[config.mk]
export PLATFORM = sky130hd
export DESIGN_NAME = chroma_deblock_edge_filter_core
export DESIGN_NICKNAME = d
export VERILOG_FILES = /design/src/hw/rtl/cdf_pkg.sv /design/src/hw/rtl/chroma_deblock_edge_filter_core.sv
export SDC_FILE = /design/constraint.sdc
export NUM_CORES = 1
export LEC_CHECK = 0
export ABC_AREA = 1
export ABC_CLOCK_PERIOD_IN_PS = 7650
export BUFFER_PORTS_ARGS = -buffer_cell sky130_fd_sc_hd__buf_2
export CORE_ASPECT_RATIO = 1.1
export CORE_UTILIZATION = 25
export DETAILED_ROUTE_END_ITERATION = 8
export GPL_ROUTABILITY_DRIVEN = 1
export SLEW_MARGIN = 20
export SYNTH_ARGS = -nofsm -noshare
export SYNTH_HDL_FRONTEND = slang
export SYNTH_SLANG_ARGS = --single-unit
[constraint.sdc]
create_clock -name clock -period 7.65 [get_ports clock]
set_input_delay 1.53 -clock clock [delete_from_list [all_inputs] [get_ports clock]]
set_output_delay 1.53 -clock clock [all_outputs]
set_load 0.03 [all_outputs]
[src/hw/rtl/cdf_pkg.sv]
package cdf_pkg;

   // Fixed field widths
   localparam int SAMPLE_W = 10;
   localparam int QP_W     = 6;
   localparam int BS_W     = 3;
   localparam int OFFS_W   = 5;
   localparam int SCALE_W  = 3;

   localparam logic [QP_W-1:0] QP_TOP     = 6'd51;
   localparam logic [BS_W-1:0] BS_SKIP    = 3'd0;
   localparam logic [BS_W-1:0] BS_STRONG  = 3'd4;

   // Register indexes of the csr port
   localparam logic [1:0] CSR_ALPHA_OFFSET   = 2'd0;
   localparam logic [1:0] CSR_BETA_OFFSET    = 2'd1;
   localparam logic [1:0] CSR_BITDEPTH_SCALE = 2'd2;
   localparam logic [1:0] CSR_MAX_SAMPLE     = 2'd3;

   typedef struct packed {
      logic [SAMPLE_W-1:0] p1;
      logic [SAMPLE_W-1:0] p0;
      logic [SAMPLE_W-1:0] q0;
      logic [SAMPLE_W-1:0] q1;
      logic [BS_W-1:0]     boundary_strength;
      logic [QP_W-1:0]     qp_p;
      logic [QP_W-1:0]     qp_q;
   } req_item_type;

   typedef struct packed {
      logic [SAMPLE_W-1:0] new_p0;
      logic [SAMPLE_W-1:0] new_q0;
      logic                filtered;
   } rsp_item_type;

   // Alpha threshold by indexA
   localparam logic [7:0] ALPHA_TAB [52] = '{
      8'd0,   8'd0,   8'd0,   8'd0,   8'd0,   8'd0,   8'd0,   8'd0,
      8'd0,   8'd0,   8'd0,   8'd0,   8'd0,   8'd0,   8'd0,   8'd0,
      8'd4,   8'd4,   8'd5,   8'd6,   8'd7,   8'd8,   8'd9,   8'd10,
      8'd12,  8'd13,  8'd15,  8'd17,  8'd20,  8'd22,  8'd25,  8'd28,
      8'd32,  8'd36,  8'd40,  8'd45,  8'd50,  8'd56,  8'd63,  8'd71,
      8'd80,  8'd90,  8'd101, 8'd113, 8'd127, 8'd144, 8'd162, 8'd182,
      8'd203, 8'd226, 8'd255, 8'd255
   };

   // Beta threshold by indexB
   localparam logic [4:0] BETA_TAB [52] = '{
      5'd0,  5'd0,  5'd0,  5'd0,  5'd0,  5'd0,  5'd0,  5'd0,
      5'd0,  5'd0,  5'd0,  5'd0,  5'd0,  5'd0,  5'd0,  5'd0,
      5'd2,  5'd2,  5'd2,  5'd3,  5'd3,  5'd3,  5'd3,  5'd4,
      5'd4,  5'd4,  5'd6,  5'd6,  5'd7,  5'd7,  5'd8,  5'd8,
      5'd9,  5'd9,  5'd10, 5'd10, 5'd11, 5'd11, 5'd12, 5'd12,
      5'd13, 5'd13, 5'd14, 5'd14, 5'd15, 5'd15, 5'd16, 5'd16,
      5'd17, 5'd17, 5'd18, 5'd18
   };

   // tc0 by indexA, columns for bS 1, 2, 3
   localparam logic [4:0] TC0_TAB [52][3] = '{
      '{5'd0, 5'd0, 5'd0},   '{5'd0, 5'd0, 5'd0},   '{5'd0, 5'd0, 5'd0},
      '{5'd0, 5'd0, 5'd0},   '{5'd0, 5'd0, 5'd0},   '{5'd0, 5'd0, 5'd0},
      '{5'd0, 5'd0, 5'd0},   '{5'd0, 5'd0, 5'd0},   '{5'd0, 5'd0, 5'd0},
      '{5'd0, 5'd0, 5'd0},   '{5'd0, 5'd0, 5'd0},   '{5'd0, 5'd0, 5'd0},
      '{5'd0, 5'd0, 5'd0},   '{5'd0, 5'd0, 5'd0},   '{5'd0, 5'd0, 5'd0},
      '{5'd0, 5'd0, 5'd0},   '{5'd0, 5'd0, 5'd0},   '{5'd0, 5'd0, 5'd1},
      '{5'd0, 5'd0, 5'd1},   '{5'd0, 5'd0, 5'd1},   '{5'd0, 5'd0, 5'd1},
      '{5'd0, 5'd1, 5'd1},   '{5'd0, 5'd1, 5'd1},   '{5'd1, 5'd1, 5'd1},
      '{5'd1, 5'd1, 5'd1},   '{5'd1, 5'd1, 5'd1},   '{5'd1, 5'd1, 5'd1},
      '{5'd1, 5'd1, 5'd2},   '{5'd1, 5'd1, 5'd2},   '{5'd1, 5'd1, 5'd2},
      '{5'd1, 5'd1, 5'd2},   '{5'd1, 5'd2, 5'd3},   '{5'd1, 5'd2, 5'd3},
      '{5'd2, 5'd2, 5'd3},   '{5'd2, 5'd2, 5'd4},   '{5'd2, 5'd3, 5'd4},
      '{5'd2, 5'd3, 5'd4},   '{5'd3, 5'd3, 5'd5},   '{5'd3, 5'd4, 5'd6},
      '{5'd3, 5'd4, 5'd6},   '{5'd4, 5'd5, 5'd7},   '{5'd4, 5'd5, 5'd8},
      '{5'd4, 5'd6, 5'd9},   '{5'd5, 5'd7, 5'd10},  '{5'd6, 5'd8, 5'd11},
      '{5'd6, 5'd8, 5'd13},  '{5'd7, 5'd10, 5'd14}, '{5'd8, 5'd11, 5'd16},
      '{5'd9, 5'd12, 5'd18}, '{5'd10, 5'd13, 5'd20}, '{5'd11, 5'd15, 5'd23},
      '{5'd13, 5'd17, 5'd25}
   };

   function automatic logic [SAMPLE_W-1:0] abs_diff(input logic [SAMPLE_W-1:0] a,
                                                   input logic [SAMPLE_W-1:0] b);
      return (a > b) ? (a - b) : (b - a);
   endfunction

endpackage

[src/hw/rtl/chroma_deblock_edge_filter_core.sv]
// Chroma deblocking filter core: one sample column across a block edge per item.
//
// req channel (valid/ready) carries p1, p0, q0, q1, the boundary strength and
// both chroma QPs. rsp channel (valid/ready) returns new p0, new q0 and a flag
// that is set when the edge was filtered. The csr port writes the slice offsets,
// the bit depth scale and the sample ceiling; write it only while no item is
// in flight.
//
// Three register stages: index calculation, table lookup and scaling, then the
// threshold tests and filter into the output register. An accepted item moves
// through s1_ff and s2_ff into rsp_ff, which drives rsp. One item is taken every
// cycle while rsp is not stalled; the three-stage pipeline has no loop.
//
// A synchronous reset empties the pipeline and loads the register defaults
// (offsets 0, scale 1, ceiling 255). When rsp_ready is low the output holds and
// the stages behind it keep filling; req_ready drops only once every stage
// holds an item.
module chroma_deblock_edge_filter_core
   import cdf_pkg::*;
#(
   parameter int SAMPLE_BITS = 10
) (
   input  logic                clock,
   input  logic                reset,

   input  logic                req_valid,
   output logic                req_ready,
   input  req_item_type        req_item,

   output logic                rsp_valid,
   input  logic                rsp_ready,
   output rsp_item_type        rsp_item,

   input  logic                csr_wr_en,
   input  logic [1:0]          csr_index,
   input  logic [SAMPLE_W-1:0] csr_wdata
);

   // Ceiling from the sample width, saturated to the field width
   localparam int                  TOP_FULL   = (1 << SAMPLE_BITS) - 1;
   localparam logic [SAMPLE_W-1:0] SAMPLE_TOP = SAMPLE_W'(TOP_FULL);

   typedef struct packed {
      logic [SAMPLE_W-1:0] p1;
      logic [SAMPLE_W-1:0] p0;
      logic [SAMPLE_W-1:0] q0;
      logic [SAMPLE_W-1:0] q1;
      logic [BS_W-1:0]     bs;
      logic [QP_W-1:0]     idx_a;
      logic [QP_W-1:0]     idx_b;
   } s1_type;

   typedef struct packed {
      logic [SAMPLE_W-1:0] p0;
      logic [SAMPLE_W-1:0] q0;
      logic [BS_W-1:0]     bs;
      logic [10:0]         alpha;
      logic [7:0]          beta;
      logic [7:0]          tc;
      logic [SAMPLE_W-1:0] diff_pq;
      logic [SAMPLE_W-1:0] diff_q;
      logic [SAMPLE_W-1:0] diff_p;
      logic signed [10:0]  delta;
      logic [SAMPLE_W-1:0] strong_p0;
      logic [SAMPLE_W-1:0] strong_q0;
   } s2_type;

   logic signed [OFFS_W-1:0] alpha_offset_ff;
   logic signed [OFFS_W-1:0] beta_offset_ff;
   logic [SCALE_W-1:0]       scale_ff;
   logic [SAMPLE_W-1:0]      max_sample_ff;

   logic         s1_valid_ff, s2_valid_ff, rsp_valid_ff;
   s1_type       s1_ff, s1_in;
   s2_type       s2_ff, s2_in;
   rsp_item_type rsp_ff, rsp_in;

   logic s1_en, s2_en, out_en;

   // Configuration registers
   always_ff @(posedge clock) begin
      if (reset) begin
         alpha_offset_ff <= '0;
         beta_offset_ff  <= '0;
         scale_ff        <= SCALE_W'(1);
         max_sample_ff   <= SAMPLE_W'(255);
      end else if (csr_wr_en) begin
         unique case (csr_index)
            CSR_ALPHA_OFFSET:   alpha_offset_ff <= csr_wdata[OFFS_W-1:0];
            CSR_BETA_OFFSET:    beta_offset_ff  <= csr_wdata[OFFS_W-1:0];
            CSR_BITDEPTH_SCALE: scale_ff        <= csr_wdata[SCALE_W-1:0];
            CSR_MAX_SAMPLE:     max_sample_ff   <= csr_wdata;
         endcase
      end
   end

   // Stall control: a stage loads when it is empty or the one ahead is moving
   assign out_en    = !rsp_valid_ff || rsp_ready;
   assign s2_en     = !s2_valid_ff || out_en;
   assign s1_en     = !s1_valid_ff || s2_en;
   assign req_ready = s1_en;

   // Stage 1: averaged QP, offset and clamp of both table indexes
   logic [QP_W:0]    qp_sum;
   logic [QP_W-1:0]  qp_avg;
   logic signed [7:0] raw_a, raw_b;

   always_comb begin
      qp_sum = {1'b0, req_item.qp_p} + {1'b0, req_item.qp_q} + (QP_W+1)'(1);
      qp_avg = qp_sum[QP_W:1];
      raw_a  = $signed({2'b00, qp_avg}) + $signed({{3{alpha_offset_ff[OFFS_W-1]}},
                                                   alpha_offset_ff});
      raw_b  = $signed({2'b00, qp_avg}) + $signed({{3{beta_offset_ff[OFFS_W-1]}},
                                                   beta_offset_ff});
      s1_in.p1 = req_item.p1;
      s1_in.p0 = req_item.p0;
      s1_in.q0 = req_item.q0;
      s1_in.q1 = req_item.q1;
      s1_in.bs = (req_item.boundary_strength > BS_STRONG) ? BS_STRONG
                                                          : req_item.boundary_strength;
      if (raw_a < 0)                               s1_in.idx_a = '0;
      else if (raw_a > $signed({2'b00, QP_TOP}))   s1_in.idx_a = QP_TOP;
      else                                         s1_in.idx_a = raw_a[QP_W-1:0];
      if (raw_b < 0)                               s1_in.idx_b = '0;
      else if (raw_b > $signed({2'b00, QP_TOP}))   s1_in.idx_b = QP_TOP;
      else                                         s1_in.idx_b = raw_b[QP_W-1:0];
   end

   // Stage 2: table lookup, bit depth scaling, sample differences
   logic [1:0]         tc_col;
   logic signed [13:0] filt_v;
   logic [11:0]        sum_p, sum_q;

   always_comb begin
      tc_col = (s1_ff.bs != BS_SKIP && s1_ff.bs != BS_STRONG) ? 2'(s1_ff.bs - 3'd1)
                                                              : 2'd0;
      s2_in.p0      = s1_ff.p0;
      s2_in.q0      = s1_ff.q0;
      s2_in.bs      = s1_ff.bs;
      s2_in.alpha   = 11'(ALPHA_TAB[s1_ff.idx_a]) * 11'(scale_ff);
      s2_in.beta    = 8'(BETA_TAB[s1_ff.idx_b]) * 8'(scale_ff);
      s2_in.tc      = 8'(TC0_TAB[s1_ff.idx_a][tc_col]) * 8'(scale_ff) + 8'd1;
      s2_in.diff_pq = abs_diff(s1_ff.q0, s1_ff.p0);
      s2_in.diff_q  = abs_diff(s1_ff.q0, s1_ff.q1);
      s2_in.diff_p  = abs_diff(s1_ff.p0, s1_ff.p1);
      // normal filter delta, floor of v / 8
      filt_v = (($signed({4'b0, s1_ff.q0}) - $signed({4'b0, s1_ff.p0})) <<< 2)
               + ($signed({4'b0, s1_ff.p1}) - $signed({4'b0, s1_ff.q1}))
               + 14'sd4;
      s2_in.delta = 11'(filt_v >>> 3);
      // strong filter
      sum_p = {1'b0, s1_ff.p1, 1'b0} + 12'(s1_ff.p0) + 12'(s1_ff.q1) + 12'd2;
      sum_q = {1'b0, s1_ff.q1, 1'b0} + 12'(s1_ff.q0) + 12'(s1_ff.p1) + 12'd2;
      s2_in.strong_p0 = sum_p[11:2];
      s2_in.strong_q0 = sum_q[11:2];
   end

   // Stage 3: threshold tests, clipping, result select
   logic [SAMPLE_W-1:0] clip_top;
   logic                pass;
   logic signed [10:0]  tc_s, delta_c;
   logic signed [11:0]  np0, nq0, top_s;

   always_comb begin
      clip_top = (max_sample_ff < SAMPLE_TOP) ? max_sample_ff : SAMPLE_TOP;
      top_s    = $signed({2'b00, clip_top});
      pass = (s2_ff.bs != BS_SKIP)
             && ({1'b0, s2_ff.diff_pq} < s2_ff.alpha)
             && (s2_ff.diff_q < {2'b00, s2_ff.beta})
             && (s2_ff.diff_p < {2'b00, s2_ff.beta});
      tc_s = $signed({3'b000, s2_ff.tc});
      if (s2_ff.delta < -tc_s)     delta_c = -tc_s;
      else if (s2_ff.delta > tc_s) delta_c = tc_s;
      else                         delta_c = s2_ff.delta;
      np0 = $signed({2'b00, s2_ff.p0}) + $signed({delta_c[10], delta_c});
      nq0 = $signed({2'b00, s2_ff.q0}) - $signed({delta_c[10], delta_c});

      rsp_in.new_p0   = s2_ff.p0;
      rsp_in.new_q0   = s2_ff.q0;
      rsp_in.filtered = pass;
      if (pass) begin
         if (s2_ff.bs == BS_STRONG) begin
            rsp_in.new_p0 = s2_ff.strong_p0;
            rsp_in.new_q0 = s2_ff.strong_q0;
         end else begin
            if (np0 < 0)          rsp_in.new_p0 = '0;
            else if (np0 > top_s) rsp_in.new_p0 = clip_top;
            else                  rsp_in.new_p0 = np0[SAMPLE_W-1:0];
            if (nq0 < 0)          rsp_in.new_q0 = '0;
            else if (nq0 > top_s) rsp_in.new_q0 = clip_top;
            else                  rsp_in.new_q0 = nq0[SAMPLE_W-1:0];
         end
      end
   end

   // Pipeline valid bits
   always_ff @(posedge clock) begin
      if (reset) begin
         s1_valid_ff  <= 1'b0;
         s2_valid_ff  <= 1'b0;
         rsp_valid_ff <= 1'b0;
      end else begin
         if (s1_en)  s1_valid_ff  <= req_valid;
         if (s2_en)  s2_valid_ff  <= s1_valid_ff;
         if (out_en) rsp_valid_ff <= s2_valid_ff;
      end
   end

   // Pipeline payload
   always_ff @(posedge clock) begin
      if (s1_en && req_valid)    s1_ff  <= s1_in;
      if (s2_en && s1_valid_ff)  s2_ff  <= s2_in;
      if (out_en && s2_valid_ff) rsp_ff <= rsp_in;
   end

   assign rsp_valid = rsp_valid_ff;
   assign rsp_item  = rsp_ff;

   // Checks
   a_ready_only_on_full: assert property (@(posedge clock) disable iff (reset)
      !req_ready |-> (rsp_valid_ff && !rsp_ready && s1_valid_ff && s2_valid_ff))
      else $error("req_ready low while the pipeline has room");

   a_index_range: assert property (@(posedge clock) disable iff (reset)
      s1_valid_ff |-> (s1_ff.idx_a <= QP_TOP && s1_ff.idx_b <= QP_TOP))
      else $error("table index beyond 51");

   a_skip_not_filtered: assert property (@(posedge clock) disable iff (reset)
      (s2_valid_ff && out_en && s2_ff.bs == BS_SKIP) |=> !rsp_ff.filtered)
      else $error("edge with strength zero reported as filtered");

   a_stage2_holds: assert property (@(posedge clock) disable iff (reset)
      (s2_valid_ff && !out_en) |=> (s2_valid_ff && $stable(s2_ff)))
      else $error("stage 2 item lost during stall");

   a_accept_fills: assert property (@(posedge clock) disable iff (reset)
      (req_valid && req_ready) |=> s1_valid_ff)
      else $error("accepted item did not enter stage 1");

endmodule
==> impl_results.md <==
* Residual DRC count at 0
* Height of the die at 279.2 um
* Number of buffers created by CTS at 26
* Cell area after synthesis at 17460 um2
* Die area at 70910 um2
* GR Util met1 at 16.66%
* Avg Vias per Cell at 4.488
* Clock root buffer: clkbuf_16
* Unrepaired setup endpoints after global routing: false
* Summed negative setup slack over all endpoints at 0 ns
* Port Buffers at 94
* Total grt overflow at 0
* Max stage delay cell, worst path: o21ai_0
* Buffer levels on the longest clock path at 3
* Required arrival time at the worst endpoint at 8.04 ns
* Critical path data arrival time at 6.73 ns
* CTS H-tree depth at 1
* Global-route wire length before repair at 73.13 mm
* Top cell types by occurrence after synthesis: inv_1, nand2_1, ha_1, a21oi_1, edfxtp_1
* Setup violation total in the final timing report at 0
* Site Rows at 101
* Met2 usage at 23.54%
* Gr busiest metal: met2
* Largest voltage drop on the vdd net at 0.0001751 V
* Starting utilization of the core area at 25.31%
* Maximum fanout along the worst path at 15
* Clock-pin slew of the registers on the worst-case setup and hold paths at 0.06 ns
* Area share of the largest cell type after synthesis at 32.16%
* Cell type contributing the most total cell area after synthesis: edfxtp_1
* Number of antenna violations at the first check in global routing at 0
* Status: finished clean
* Clock sink count at 213
* Growth of design area from synthesis to finish at 13.75%
* Delay of the slowest critical-path stage at 0.66 ns
* Sequential area share after synthesis at 35.14%
* I/O pin count at 95
* Worst setup path class: reg2reg
* Slew Limit Headroom at 47.11%
* Final Slew Violations at 0
* Worst reg-to-reg setup slack at 1.31 ns
* Top FF cell, synth: edfxtp_1
* Worst Tran Pin Value at 0.7934 ns
* Maxcap violations at 0
* Detailed placement HPWL at 38.41 mm
* First-pass iteration count of the detailed router at 7
* Number of unique standard cell types used by synthesis at 57
* Largest net degree at the start of global routing at 60
* Endpoints failing hold at 0
* Most frequent cell after synthesis: inv_1
* Startpoint Class: register
* Fraction of layout instances using a drive strength above 1 at 8.858%
* Area of the placeable core at 69000 um2
* Final worst path period share at 82.82%
* Min-delay worst type: reg2reg
* Worst Setup End Kind: register
* Synth Register Bits at 213
* Number of flops mapped to enable cells by yosys at 187
* Via count of the first global-routing pass at 13.32k
* Design Power at 0.005041 W
* Starting DRC count in detailed routing at 669
* Final ANT Viol Nets at 0
* Achievable frequency at 157.8 MHz
* RD Place Congestion at 0.9488
* Met3 track demand over resource at 1.389%
* TritonCTS clock tree: done
* Via count at 13.64k
* Detailed-route wire length at 47.24 mm
* Clock period minus final worst setup slack at 6.336 ns
* Post-CTS setup buffer count at 0
* Die W at 254.0 um
* P_leak at 9.342 nW
* Count of yosys warnings during synthesis at 0
* Cell types occupying the most area after synthesis: edfxtp_1, ha_1, inv_1, nand2_1, a21oi_1
* Global-route usage over all layers at 13.25%
* Quantity of hold-fixing buffers added after cts at 0
* Clock latency reported for the late side of the worst-skew pair at 0.56 ns
* Synthesized instance count at 2002
* Fill cell instance count of the final layout at 7457
* Final routed wire length divided by cell count at 15.54 um
* Syn avg cell area at 8.722 um2
* PostCTS Resize Cnt at 0
* Final-stage net count at 2454
* Worst clock skew at 0.03244 ns
* Fraction of synthesis flops using an asynchronous set or reset pin at 0%
* Post-synthesis net count at 2365
* Power per unit of standard cell area at 253.8 nW/um2
-- layout make-up --
cell class	count	area (um2)	area share, %
multi-input combinational	1408	9893	49.81
sequential	213	6136	30.89
inverter	342	1287	6.482
tap	927	1160	5.839
clock buffer	33	686.9	3.458
timing repair buffer	100	515.5	2.595
clock inverter	15	181.4	0.9134
antenna	1	2.502	0.01260
-- per-layer routing --
| metal | wire length [um] | up-vias | part of all wire [%] |
|---|---|---|---|
| met2 | 23360 | 252 | 49 |
| met1 | 21080 | 6375 | 45 |
| li1 | - | 6947 | - |
| met3 | 1558 | 64 | 3.3 |
| met5 | 0 | - | 0 |
| met4 | 1249 | 0 | 2.6 |
-- through the flow --
| stage | setup WS [ns] | util, % | std cells | instance area (um2) | hold WS, ns |
|---|---|---|---|---|---|
| final | 1.314 | 28.79 | 3039 | 19860 | 0.4371 |
| after global routing | 0.7093 | 28.78 | 3038 | 19860 | 0.4484 |
| after CTS | 1.309 | 28.78 | 3038 | 19860 | 0.4508 |
| after detailed placement | 1.334 | 27.53 | 2990 | 18990 | 0.4377 |
| after floorplan | 2.241 | - | 2002 | 17460 | 0.4003 |
| after global placement | 1.263 | 27.53 | 2990 | 18990 | 0.4446 |
-- report_power, final --
| group | internal, W | leakage [nW] | switching, W | total (W) |
|---|---|---|---|---|
| combinational | 0.000799 | 6.94 | 0.00139 | 0.00219 |
| clock | 0.000744 | 0.413 | 0.000529 | 0.00127 |
| sequential | 0.00145 | 1.99 | 0.000126 | 0.00158 |
-- worst max-delay path, delay by kind of cell, from the launching register on --
kind / cells / cell delay (ns)
AO/OA/AOI/OAI: 9 / 1.79
XOR/XNOR: 1 / 0.22
adder cells (fa/ha/maj): 4 / 1.21
buffers and inverters: 4 / 0.51
flip-flops: 1 / 0.46
AND/OR/NAND/NOR: 16 / 1.98
-- worst paths after layout --
check | start | to | cells after the start
setup / recovery | s2_ff[61] | rsp_item[2] | 34
hold / removal | s1_ff[14] | s2_ff[90] | 0
hold reg to reg | s1_ff[14] | s2_ff[90] | 0
setup reg to reg | s2_ff[61] | rsp_item[2] | 34
-- cell families after synthesis --
family | after synthesis | synth area share (%)
DFF | 213 | 35.14
AOI/OAI and AO/OA | 421 | 13.84
muxes | 6 | 0.3583
and+or+nand+nor | 582 | 14.33
adders and majority gates | 291 | 22.61
xor gates and xnor gates | 108 | 5.460
buffers and inverters | 381 | 8.255
-- sequential cells by signal, summed over array words and instances (netlist names) --
signal           flops
s2_ff              111
s1_ff               55
rsp_item            21
max_sample_ff       10
alpha_offset_ff      5
beta_offset_ff       5
scale_ff             3
rsp_valid            1
s1_valid_ff          1
s2_valid_ff          1
-- cell usage in the layout, fill, tap and decap left out, drive strengths merged, types with 14 or more instances in the layout --
cell type,netlist,final
inv,337,340
nand2,309,309
ha,250,250
a21oi,202,202
edfxtp,187,187
nor2,141,141
o21ai,118,118
buf,4,100
nand3,85,85
xor2,70,70
fa,41,41
xnor2,38,38
clkbuf,35,33
dfxtp,26,26
nand4,21,21
a21o,18,18
o211ai,17,17
nor3,14,14
(Power assumes the default switching activity.)
